==> config.mk <==
export PLATFORM = sky130hd
export DESIGN_NAME = keyed_ordered_record_table_core
export DESIGN_NICKNAME = d
export VERILOG_FILES = /design/src/design/kort_pkg.sv /design/src/design/keyed_ordered_record_table_core.sv
export SDC_FILE = /design/constraint.sdc
export NUM_CORES = 2
export LEC_CHECK = 0
export BUFFER_PORTS_ARGS = -buffer_cell sky130_fd_sc_hd__buf_2
export CORE_MARGIN = 4
export CORE_UTILIZATION = 42
export CTS_BUF_LIST = sky130_fd_sc_hd__clkbuf_8
export CTS_CLUSTER_DIAMETER = 40
export DETAILED_ROUTE_END_ITERATION = 12
export GPL_ROUTABILITY_DRIVEN = 0
export PLACE_DENSITY_LB_ADDON = 0.3
export SLEW_MARGIN = 30
export SYNTH_ARGS = -nofsm -noshare
export SYNTH_HDL_FRONTEND = slang
export SYNTH_SLANG_ARGS = --single-unit
==> constraint.sdc <==
create_clock -name clk -period 17.7 [get_ports clk]
set_input_delay 3.54 -clock clk [delete_from_list [all_inputs] [get_ports clk]]
set_output_delay 3.54 -clock clk [all_outputs]
set_load 0.01 [all_outputs]
==> src/design/kort_pkg.sv <==
package kort_pkg;

  localparam int OP_W    = 3;
  localparam int KEY_W   = 32;
  localparam int VALUE_W = 32;
  localparam int STAMP_W = 64;
  localparam int STAT_W  = 3;
  localparam int COUNT_W = 5;

  localparam logic [OP_W-1:0] OP_PUT     = 3'd0;
  localparam logic [OP_W-1:0] OP_GET     = 3'd1;
  localparam logic [OP_W-1:0] OP_DEL     = 3'd2;
  localparam logic [OP_W-1:0] OP_DEL_OLD = 3'd3;
  localparam logic [OP_W-1:0] OP_CLEAR   = 3'd4;

  localparam logic [STAT_W-1:0] ST_OK        = 3'd0;
  localparam logic [STAT_W-1:0] ST_INSERTED  = 3'd1;
  localparam logic [STAT_W-1:0] ST_NOT_FOUND = 3'd2;
  localparam logic [STAT_W-1:0] ST_EMPTY     = 3'd3;
  localparam logic [STAT_W-1:0] ST_FULL      = 3'd4;

  typedef struct packed {
    logic [KEY_W-1:0]   key;
    logic [VALUE_W-1:0] value;
    logic [STAMP_W-1:0] stamp;
  } rec_t;

  typedef enum logic [1:0] {
    S_IDLE,
    S_SCAN,
    S_SHIFT,
    S_DONE
  } state_t;

endpackage

==> src/design/keyed_ordered_record_table_core.sv <==
// keyed ordered record table: up to CAPACITY records {key, value, stamp}
// held packed in insertion order in one synchronous record memory.
// input channel: in_valid/in_ready with in_opcode, in_client_key,
// in_payload_value, in_date_stamp; one beat is one operation.
// result channel: out_valid/out_ready, exactly one result beat per operation
// carrying status, found value, found stamp and the entry count after it.
// in_ready is high only while no operation is in progress.
// clear, a bad opcode or any operation on an empty table (a put into an
// empty table writes at index 0) skip the scan; a lookup scans keys from
// index 0 at one memory read a cycle until a match or the last record; a
// delete adds a compaction pass that reads one record and writes back the
// one before it each cycle. the single memory port pair sets this pace.
// the finished result sits in an output register, so a new operation is
// accepted while the previous result waits for out_ready; the block holds
// in its final step if a second result would overwrite an untaken one.
// reset (rst_n low, synchronous) empties the table and drops any pending
// result; the memory itself is not cleared.
module keyed_ordered_record_table_core
  import kort_pkg::*;
#(
  parameter int CAPACITY = 16
) (
  input  logic                      clk,
  input  logic                      rst_n,
  input  logic                      in_valid,
  output logic                      in_ready,
  input  logic [OP_W-1:0]           in_opcode,
  input  logic signed [KEY_W-1:0]   in_client_key,
  input  logic signed [VALUE_W-1:0] in_payload_value,
  input  logic [STAMP_W-1:0]        in_date_stamp,
  output logic                      out_valid,
  input  logic                      out_ready,
  output logic [STAT_W-1:0]         out_status,
  output logic signed [VALUE_W-1:0] out_found_value,
  output logic [STAMP_W-1:0]        out_found_stamp,
  output logic [COUNT_W-1:0]        out_entry_count
);

  localparam int IW = $clog2(CAPACITY);
  localparam int CW = $clog2(CAPACITY + 1);

  state_t state_r, state_nxt;

  logic [OP_W-1:0]    op_r, op_nxt;
  logic [KEY_W-1:0]   key_r, key_nxt;
  logic [VALUE_W-1:0] val_r, val_nxt;
  logic [STAMP_W-1:0] stamp_r, stamp_nxt;

  logic [CW-1:0] ptr_r, ptr_nxt;
  logic          chk_v_r, chk_v_nxt;
  logic [CW-1:0] chk_idx_r, chk_idx_nxt;
  logic [CW-1:0] total_r, total_nxt;

  logic [STAT_W-1:0]  res_status_r, res_status_nxt;
  logic [VALUE_W-1:0] res_value_r, res_value_nxt;
  logic [STAMP_W-1:0] res_stamp_r, res_stamp_nxt;

  logic               out_valid_r, out_valid_nxt;
  logic [STAT_W-1:0]  out_status_r;
  logic [VALUE_W-1:0] out_value_r;
  logic [STAMP_W-1:0] out_stamp_r;
  logic [CW-1:0]      out_count_r;

  rec_t          mem_q [CAPACITY];
  rec_t          rdata_r;
  logic          mem_we;
  logic [IW-1:0] mem_waddr;
  logic [IW-1:0] mem_raddr;
  rec_t          mem_wdata;

  logic accept;
  logic hit;
  logic last;
  logic out_free;
  logic more;

  assign accept   = in_valid && in_ready;
  assign in_ready = (state_r == S_IDLE);
  assign out_free = !out_valid_r || out_ready;
  assign hit      = chk_v_r && ((op_r == OP_DEL_OLD) || (rdata_r.key == key_r));
  assign last     = chk_v_r && (CW'(chk_idx_r + 1'b1) == total_r);
  assign more     = (ptr_r < total_r);

  // record memory
  always_ff @(posedge clk) begin
    if (mem_we) begin
      mem_q[mem_waddr] <= mem_wdata;
    end
    rdata_r <= mem_q[mem_raddr];
  end

  // next state
  always_comb begin
    state_nxt = state_r;
    case (state_r)
      S_IDLE: begin
        if (in_valid) begin
          case (in_opcode)
            OP_PUT, OP_GET, OP_DEL, OP_DEL_OLD: begin
              state_nxt = (total_r == '0) ? S_DONE : S_SCAN;
            end
            default: state_nxt = S_DONE;
          endcase
        end
      end
      S_SCAN: begin
        if (hit) begin
          state_nxt = ((op_r == OP_DEL) || (op_r == OP_DEL_OLD)) ? S_SHIFT : S_DONE;
        end else if (last) begin
          state_nxt = S_DONE;
        end
      end
      S_SHIFT: begin
        if (!more && !chk_v_r) begin
          state_nxt = S_DONE;
        end
      end
      S_DONE: begin
        if (out_free) begin
          state_nxt = S_IDLE;
        end
      end
      default: state_nxt = S_IDLE;
    endcase
  end

  // datapath and memory control
  always_comb begin
    op_nxt         = op_r;
    key_nxt        = key_r;
    val_nxt        = val_r;
    stamp_nxt      = stamp_r;
    ptr_nxt        = ptr_r;
    chk_v_nxt      = 1'b0;
    chk_idx_nxt    = chk_idx_r;
    total_nxt      = total_r;
    res_status_nxt = res_status_r;
    res_value_nxt  = res_value_r;
    res_stamp_nxt  = res_stamp_r;
    mem_we         = 1'b0;
    mem_waddr      = chk_idx_r[IW-1:0];
    mem_raddr      = ptr_r[IW-1:0];
    mem_wdata      = '{key: key_r, value: val_r, stamp: stamp_r};
    out_valid_nxt  = out_valid_r && !out_ready;

    case (state_r)
      S_IDLE: begin
        ptr_nxt = '0;
        if (accept) begin
          op_nxt         = in_opcode;
          key_nxt        = in_client_key;
          val_nxt        = in_payload_value;
          stamp_nxt      = in_date_stamp;
          res_value_nxt  = '0;
          res_stamp_nxt  = '0;
          res_status_nxt = ST_NOT_FOUND;
          case (in_opcode)
            OP_PUT: begin
              if (total_r == '0) begin
                mem_we         = 1'b1;
                mem_waddr      = '0;
                mem_wdata      = '{key: in_client_key, value: in_payload_value,
                                   stamp: in_date_stamp};
                total_nxt      = CW'(1);
                res_status_nxt = ST_INSERTED;
                res_value_nxt  = in_payload_value;
                res_stamp_nxt  = in_date_stamp;
              end
            end
            OP_GET, OP_DEL, OP_DEL_OLD: begin
              if (total_r == '0) begin
                res_status_nxt = ST_EMPTY;
              end
            end
            OP_CLEAR: begin
              total_nxt      = '0;
              res_status_nxt = ST_OK;
            end
            default: res_status_nxt = ST_NOT_FOUND;
          endcase
        end
      end
      S_SCAN: begin
        if (more) begin
          ptr_nxt     = CW'(ptr_r + 1'b1);
          chk_v_nxt   = 1'b1;
          chk_idx_nxt = ptr_r;
        end
        if (hit) begin
          res_status_nxt = ST_OK;
          res_value_nxt  = rdata_r.value;
          res_stamp_nxt  = rdata_r.stamp;
          chk_v_nxt      = 1'b0;
          case (op_r)
            OP_PUT: begin
              mem_we        = 1'b1;
              mem_waddr     = chk_idx_r[IW-1:0];
              res_value_nxt = val_r;
              res_stamp_nxt = stamp_r;
            end
            OP_DEL, OP_DEL_OLD: begin
              ptr_nxt = CW'(chk_idx_r + 1'b1);
            end
            default: ;
          endcase
        end else if (last) begin
          chk_v_nxt      = 1'b0;
          res_status_nxt = ST_NOT_FOUND;
          if (op_r == OP_PUT) begin
            if (total_r < CW'(CAPACITY)) begin
              mem_we         = 1'b1;
              mem_waddr      = total_r[IW-1:0];
              total_nxt      = CW'(total_r + 1'b1);
              res_status_nxt = ST_INSERTED;
              res_value_nxt  = val_r;
              res_stamp_nxt  = stamp_r;
            end else begin
              res_status_nxt = ST_FULL;
            end
          end
        end
      end
      S_SHIFT: begin
        // read entry i+1, write it back to i on the next cycle
        if (more) begin
          ptr_nxt     = CW'(ptr_r + 1'b1);
          chk_v_nxt   = 1'b1;
          chk_idx_nxt = ptr_r;
        end
        if (chk_v_r) begin
          mem_we    = 1'b1;
          mem_waddr = IW'(chk_idx_r - 1'b1);
          mem_wdata = rdata_r;
        end
        if (!more && !chk_v_r) begin
          total_nxt = CW'(total_r - 1'b1);
        end
      end
      S_DONE: begin
        if (out_free) begin
          out_valid_nxt = 1'b1;
        end
      end
      default: ;
    endcase
  end

  always_ff @(posedge clk) begin
    if (!rst_n) begin
      state_r     <= S_IDLE;
      total_r     <= '0;
      out_valid_r <= 1'b0;
      chk_v_r     <= 1'b0;
    end else begin
      state_r     <= state_nxt;
      total_r     <= total_nxt;
      out_valid_r <= out_valid_nxt;
      chk_v_r     <= chk_v_nxt;
    end
  end

  always_ff @(posedge clk) begin
    op_r         <= op_nxt;
    key_r        <= key_nxt;
    val_r        <= val_nxt;
    stamp_r      <= stamp_nxt;
    ptr_r        <= ptr_nxt;
    chk_idx_r    <= chk_idx_nxt;
    res_status_r <= res_status_nxt;
    res_value_r  <= res_value_nxt;
    res_stamp_r  <= res_stamp_nxt;
    if ((state_r == S_DONE) && out_free) begin
      out_status_r <= res_status_r;
      out_value_r  <= res_value_r;
      out_stamp_r  <= res_stamp_r;
      out_count_r  <= total_r;
    end
  end

  assign out_valid       = out_valid_r;
  assign out_status      = out_status_r;
  assign out_found_value = out_value_r;
  assign out_found_stamp = out_stamp_r;
  assign out_entry_count = COUNT_W'(out_count_r);

`ifndef SYNTHESIS
  a_total_bound: assert property (@(posedge clk) disable iff (!rst_n)
    total_r <= CW'(CAPACITY))
    else $error("record count beyond capacity");

  a_write_in_range: assert property (@(posedge clk) disable iff (!rst_n)
    mem_we |-> ({1'b0, mem_waddr} <= {1'b0, total_r}))
    else $error("record write beyond the packed region");

  a_one_at_a_time: assert property (@(posedge clk) disable iff (!rst_n)
    accept |=> !in_ready)
    else $error("second operation accepted while one is in progress");

  a_result_from_done: assert property (@(posedge clk) disable iff (!rst_n)
    $rose(out_valid_r) |-> $past(state_r == S_DONE))
    else $error("result beat raised outside the final step");
`endif

endmodule
==> summary.txt <==
via density per instance = 5.72
worst hold margin = 0.362 ns
total gr overflow = 0
M3 GR Usage = 4.01%
dominant register cell in the synthesized netlist = edfxtp_1
Post-Syn Nets = 4309
port bufs = 240
cells along the critical path = buf_2, nor2_1, or4b_4, nor2_4, buf_4, nor2_1, a31oi_1, or4b_1, nor2_4, buf_4, buf_4
Syn Area/Cell = 23.1 sq um
clock slew at reported path FFs = 0.06 ns
met1 Resource Use GR = 26.8%
YS warnings = 0
Die Ht = 486 microns
GRT Total Usage = 19.9%
crit start category = input pin
sequential fraction of the synthesis area = 77.7%
CP bufs+invs = 4
GRT Max-Usage Layer = met2
Synth cell types = 61
synthesis-to-layout area growth = 14.0%
critical path required time = 18.36 ns
initial antenna violation count = 19
total power = 15.7 mW
critical path's most frequent cell = buf_4
pwr/cell area = 144 nW/um^2
post-synth top area share = 74.9%
H-tree levels = 5
Slew Limit Fails = 0
Crit path largest cell delay = 0.92 ns
Final Cycle Share = 44.5%
dominant cells by area after synthesis = edfxtp_1 75%, mux4_2 15%, dfxtp_1 2.9%
CP max stage cell = buf_4
min cycle time layout = 7.88 ns
core area = 227000 sq um
LEAKAGE = 35.3 nW
Max Cap Viol = 0
cell taking the most area after synthesis = edfxtp_1
largest net degree at the start of global routing = 145
starting density of the core = 42.2%
Max Clock Skew = 0.110 ns
Setup Buffers After CTS = 0
Nets = 4830
kind of critical path = in2reg
Max clock buf depth = 4
Max VDD drop = 0.000100 V
Remaining DRCs = 0
Inserted Clock Buffers = 423
crit end category = flip-flop
worst relative slew slack = 27.1%
post-CTS sizing = 0
final setup fails = 0
met2 Use GR = 32.2%
status = complete, no violations
Clk Latency, worst-skew pair = 1.11 ns
WL/cell = 29.3 microns
clock sinks = 2529
share of layout cells above drive strength 1 = 34.0%
Crit path max-delay family = buffers and inverters
DR iter-0 viols = 4745
f_max = 127 MHz
pin slew with the least headroom to its limit = 1.09 ns
CTS tree = done
boundary pin count = 241
Cell Rows = 175
worst hold path type = reg2reg
vias = 46100
worst slack at placement = 8.71 ns
Hold Vio Cnt, Final = 0
final worst setup slack = 9.82 ns
Mapped Area = 95900 sq um
Yosys reg bits = 2529
CP arrival = 8.54 ns
setup TNS = 0 ns
root buffer cell = clkbuf_8
global-route wire length before repair = 341000 microns
asr flop ratio synth = 0%
DIE AREA = 236000 sq um
RSZ-0062 raised after global routing = false
die width = 486 microns
Gate Count Post-Synth = 4159
Hold-fix buffers, CTS = 0
EDFF count, synth = 2392
critical path peak fanout = 47
DRT Pass-1 Iters = 6
WL final = 236000 microns
HPWL Detailed = 126000 microns
vias in the first global route = 48200
post-route ant nets = 0
layout by cell type (no fill, tap or decap), types with 6 or more instances in the layout:
| master | instances |
|---|---|
| clkinv_4 | 8 |
| clkinv_1 | 79 |
| xor2_1 | 39 |
| diode_2 | 33 |
| ha_1 | 12 |
| and2_1 | 6 |
| a21oi_1 | 13 |
| nor2_1 | 8 |
| inv_1 | 276 |
| a222oi_1 | 128 |
| mux4_2 | 640 |
| mux2i_1 | 7 |
| bufinv_16 | 18 |
| nand3_1 | 9 |
| a22o_1 | 96 |
| buf_2 | 240 |
| clkinvlp_4 | 7 |
| clkinv_2 | 47 |
| mux2_2 | 149 |
| edfxtp_1 | 2392 |
| nor2_4 | 20 |
| nor4_1 | 11 |
| xnor2_1 | 13 |
| clkbuf_8 | 464 |
| nand2_1 | 23 |
| dfxtp_1 | 137 |
| buf_4 | 71 |
| o21ai_0 | 9 |
| buf_12 | 11 |
report_power, final:
group          internal, mW  switching [mW]
combinational         0.973            1.87
sequential             7.73           0.214
clock                  2.67            2.28
total                  11.4            4.36
synth_stat cells (2+ instances only):
| library cell | count |
|---|---|
| edfxtp_1 | 2392 |
| mux4_2 | 640 |
| clkbuf_1 | 166 |
| mux2_2 | 149 |
| inv_1 | 143 |
| dfxtp_1 | 137 |
| a222oi_1 | 128 |
| a22o_1 | 96 |
| buf_1 | 51 |
| xor2_1 | 39 |
| nor2_1 | 28 |
| nand2_1 | 23 |
| buf_2 | 18 |
| a21oi_1 | 14 |
| ha_1 | 14 |
| xnor2_1 | 13 |
| nor4_1 | 11 |
| nand3_1 | 9 |
| o21ai_0 | 9 |
| mux2i_1 | 7 |
| and2_1 | 6 |
| and3_1 | 4 |
| nand2b_1 | 4 |
| nor2b_1 | 4 |
| o2bb2ai_1 | 4 |
| a211oi_1 | 3 |
| nand4_1 | 3 |
| nor3_1 | 3 |
| or3_1 | 3 |
| a21o_1 | 2 |
| a221oi_1 | 2 |
| a2bb2oi_1 | 2 |
| o2111ai_1 | 2 |
| o211ai_1 | 2 |
| o21a_1 | 2 |
final timing paths:
check / start / endpoint / slack [ns] / depth (start not counted)
worst min-delay path: res_stamp_r[30] / out_found_stamp[30] / 0.36 / 0
worst max register to register: key_r[0] / mem_q[14][102] / 10.95 / 10
worst max-delay path: in_opcode[0] / mem_q[14][102] / 9.82 / 11
worst min register to register: res_stamp_r[30] / out_found_stamp[30] / 0.36 / 0
per-layer routing:
layer,vias up,wire length (microns),part of all wire [%]
met5,-,19,0.0081
met4,2,8380,3.6
met3,387,17300,7.3
met2,1989,115000,49
met1,24700,95100,40
li1,19000,-,-
flip-flops by register name, indices dropped and copies added, names as in the netlist:
name             count
chk_v_r              1
rdata_r            128
out_valid            1
val_r               32
res_stamp_r         64
out_entry_count      5
mem_q             2048
ptr_r                5
state_r              2
res_status_r         3
out_status           3
stamp_r             64
res_value_r         32
out_found_stamp     64
op_r                 3
total_r              5
chk_idx_r            5
key_r               32
out_found_value     32
logic make-up after synthesis:
family | Yosys count | share of synthesized area, %
AOI/OAI and AO/OA | 283 | 2.69
xor gates and xnor gates | 52 | 0.475
muxes | 796 | 16.8
DFF | 2529 | 77.7
buffers and inverters | 378 | 1.50
adders and majority gates | 15 | 0.203
and+or+nand+nor | 106 | 0.565
final cells by class:
type / count / area, sq um
flip-flops and latches: 2529 / 74600
clock buffers: 464 / 6390
diodes: 33 / 82.6
repair buffers: 331 / 2120
inverters: 143 / 549
fillers: 18500 / 118000
multi-input cells: 1252 / 20100
clock inverters: 299 / 1750
well taps: 3009 / 3760
through the flow:
stage / utilization [%] / instance area (sq um) / std cells
2_1_floorplan: - / 95900 / 4159
3_3_place_gp: 44.4 / 101000 / 7260
3_5_place_dp: 44.5 / 101000 / 7262
4_1_cts: 48.1 / 109000 / 8025
5_1_grt: 48.1 / 109000 / 8057
6_report: 48.1 / 109000 / 8060
Power figures use the tool's default switching activity.
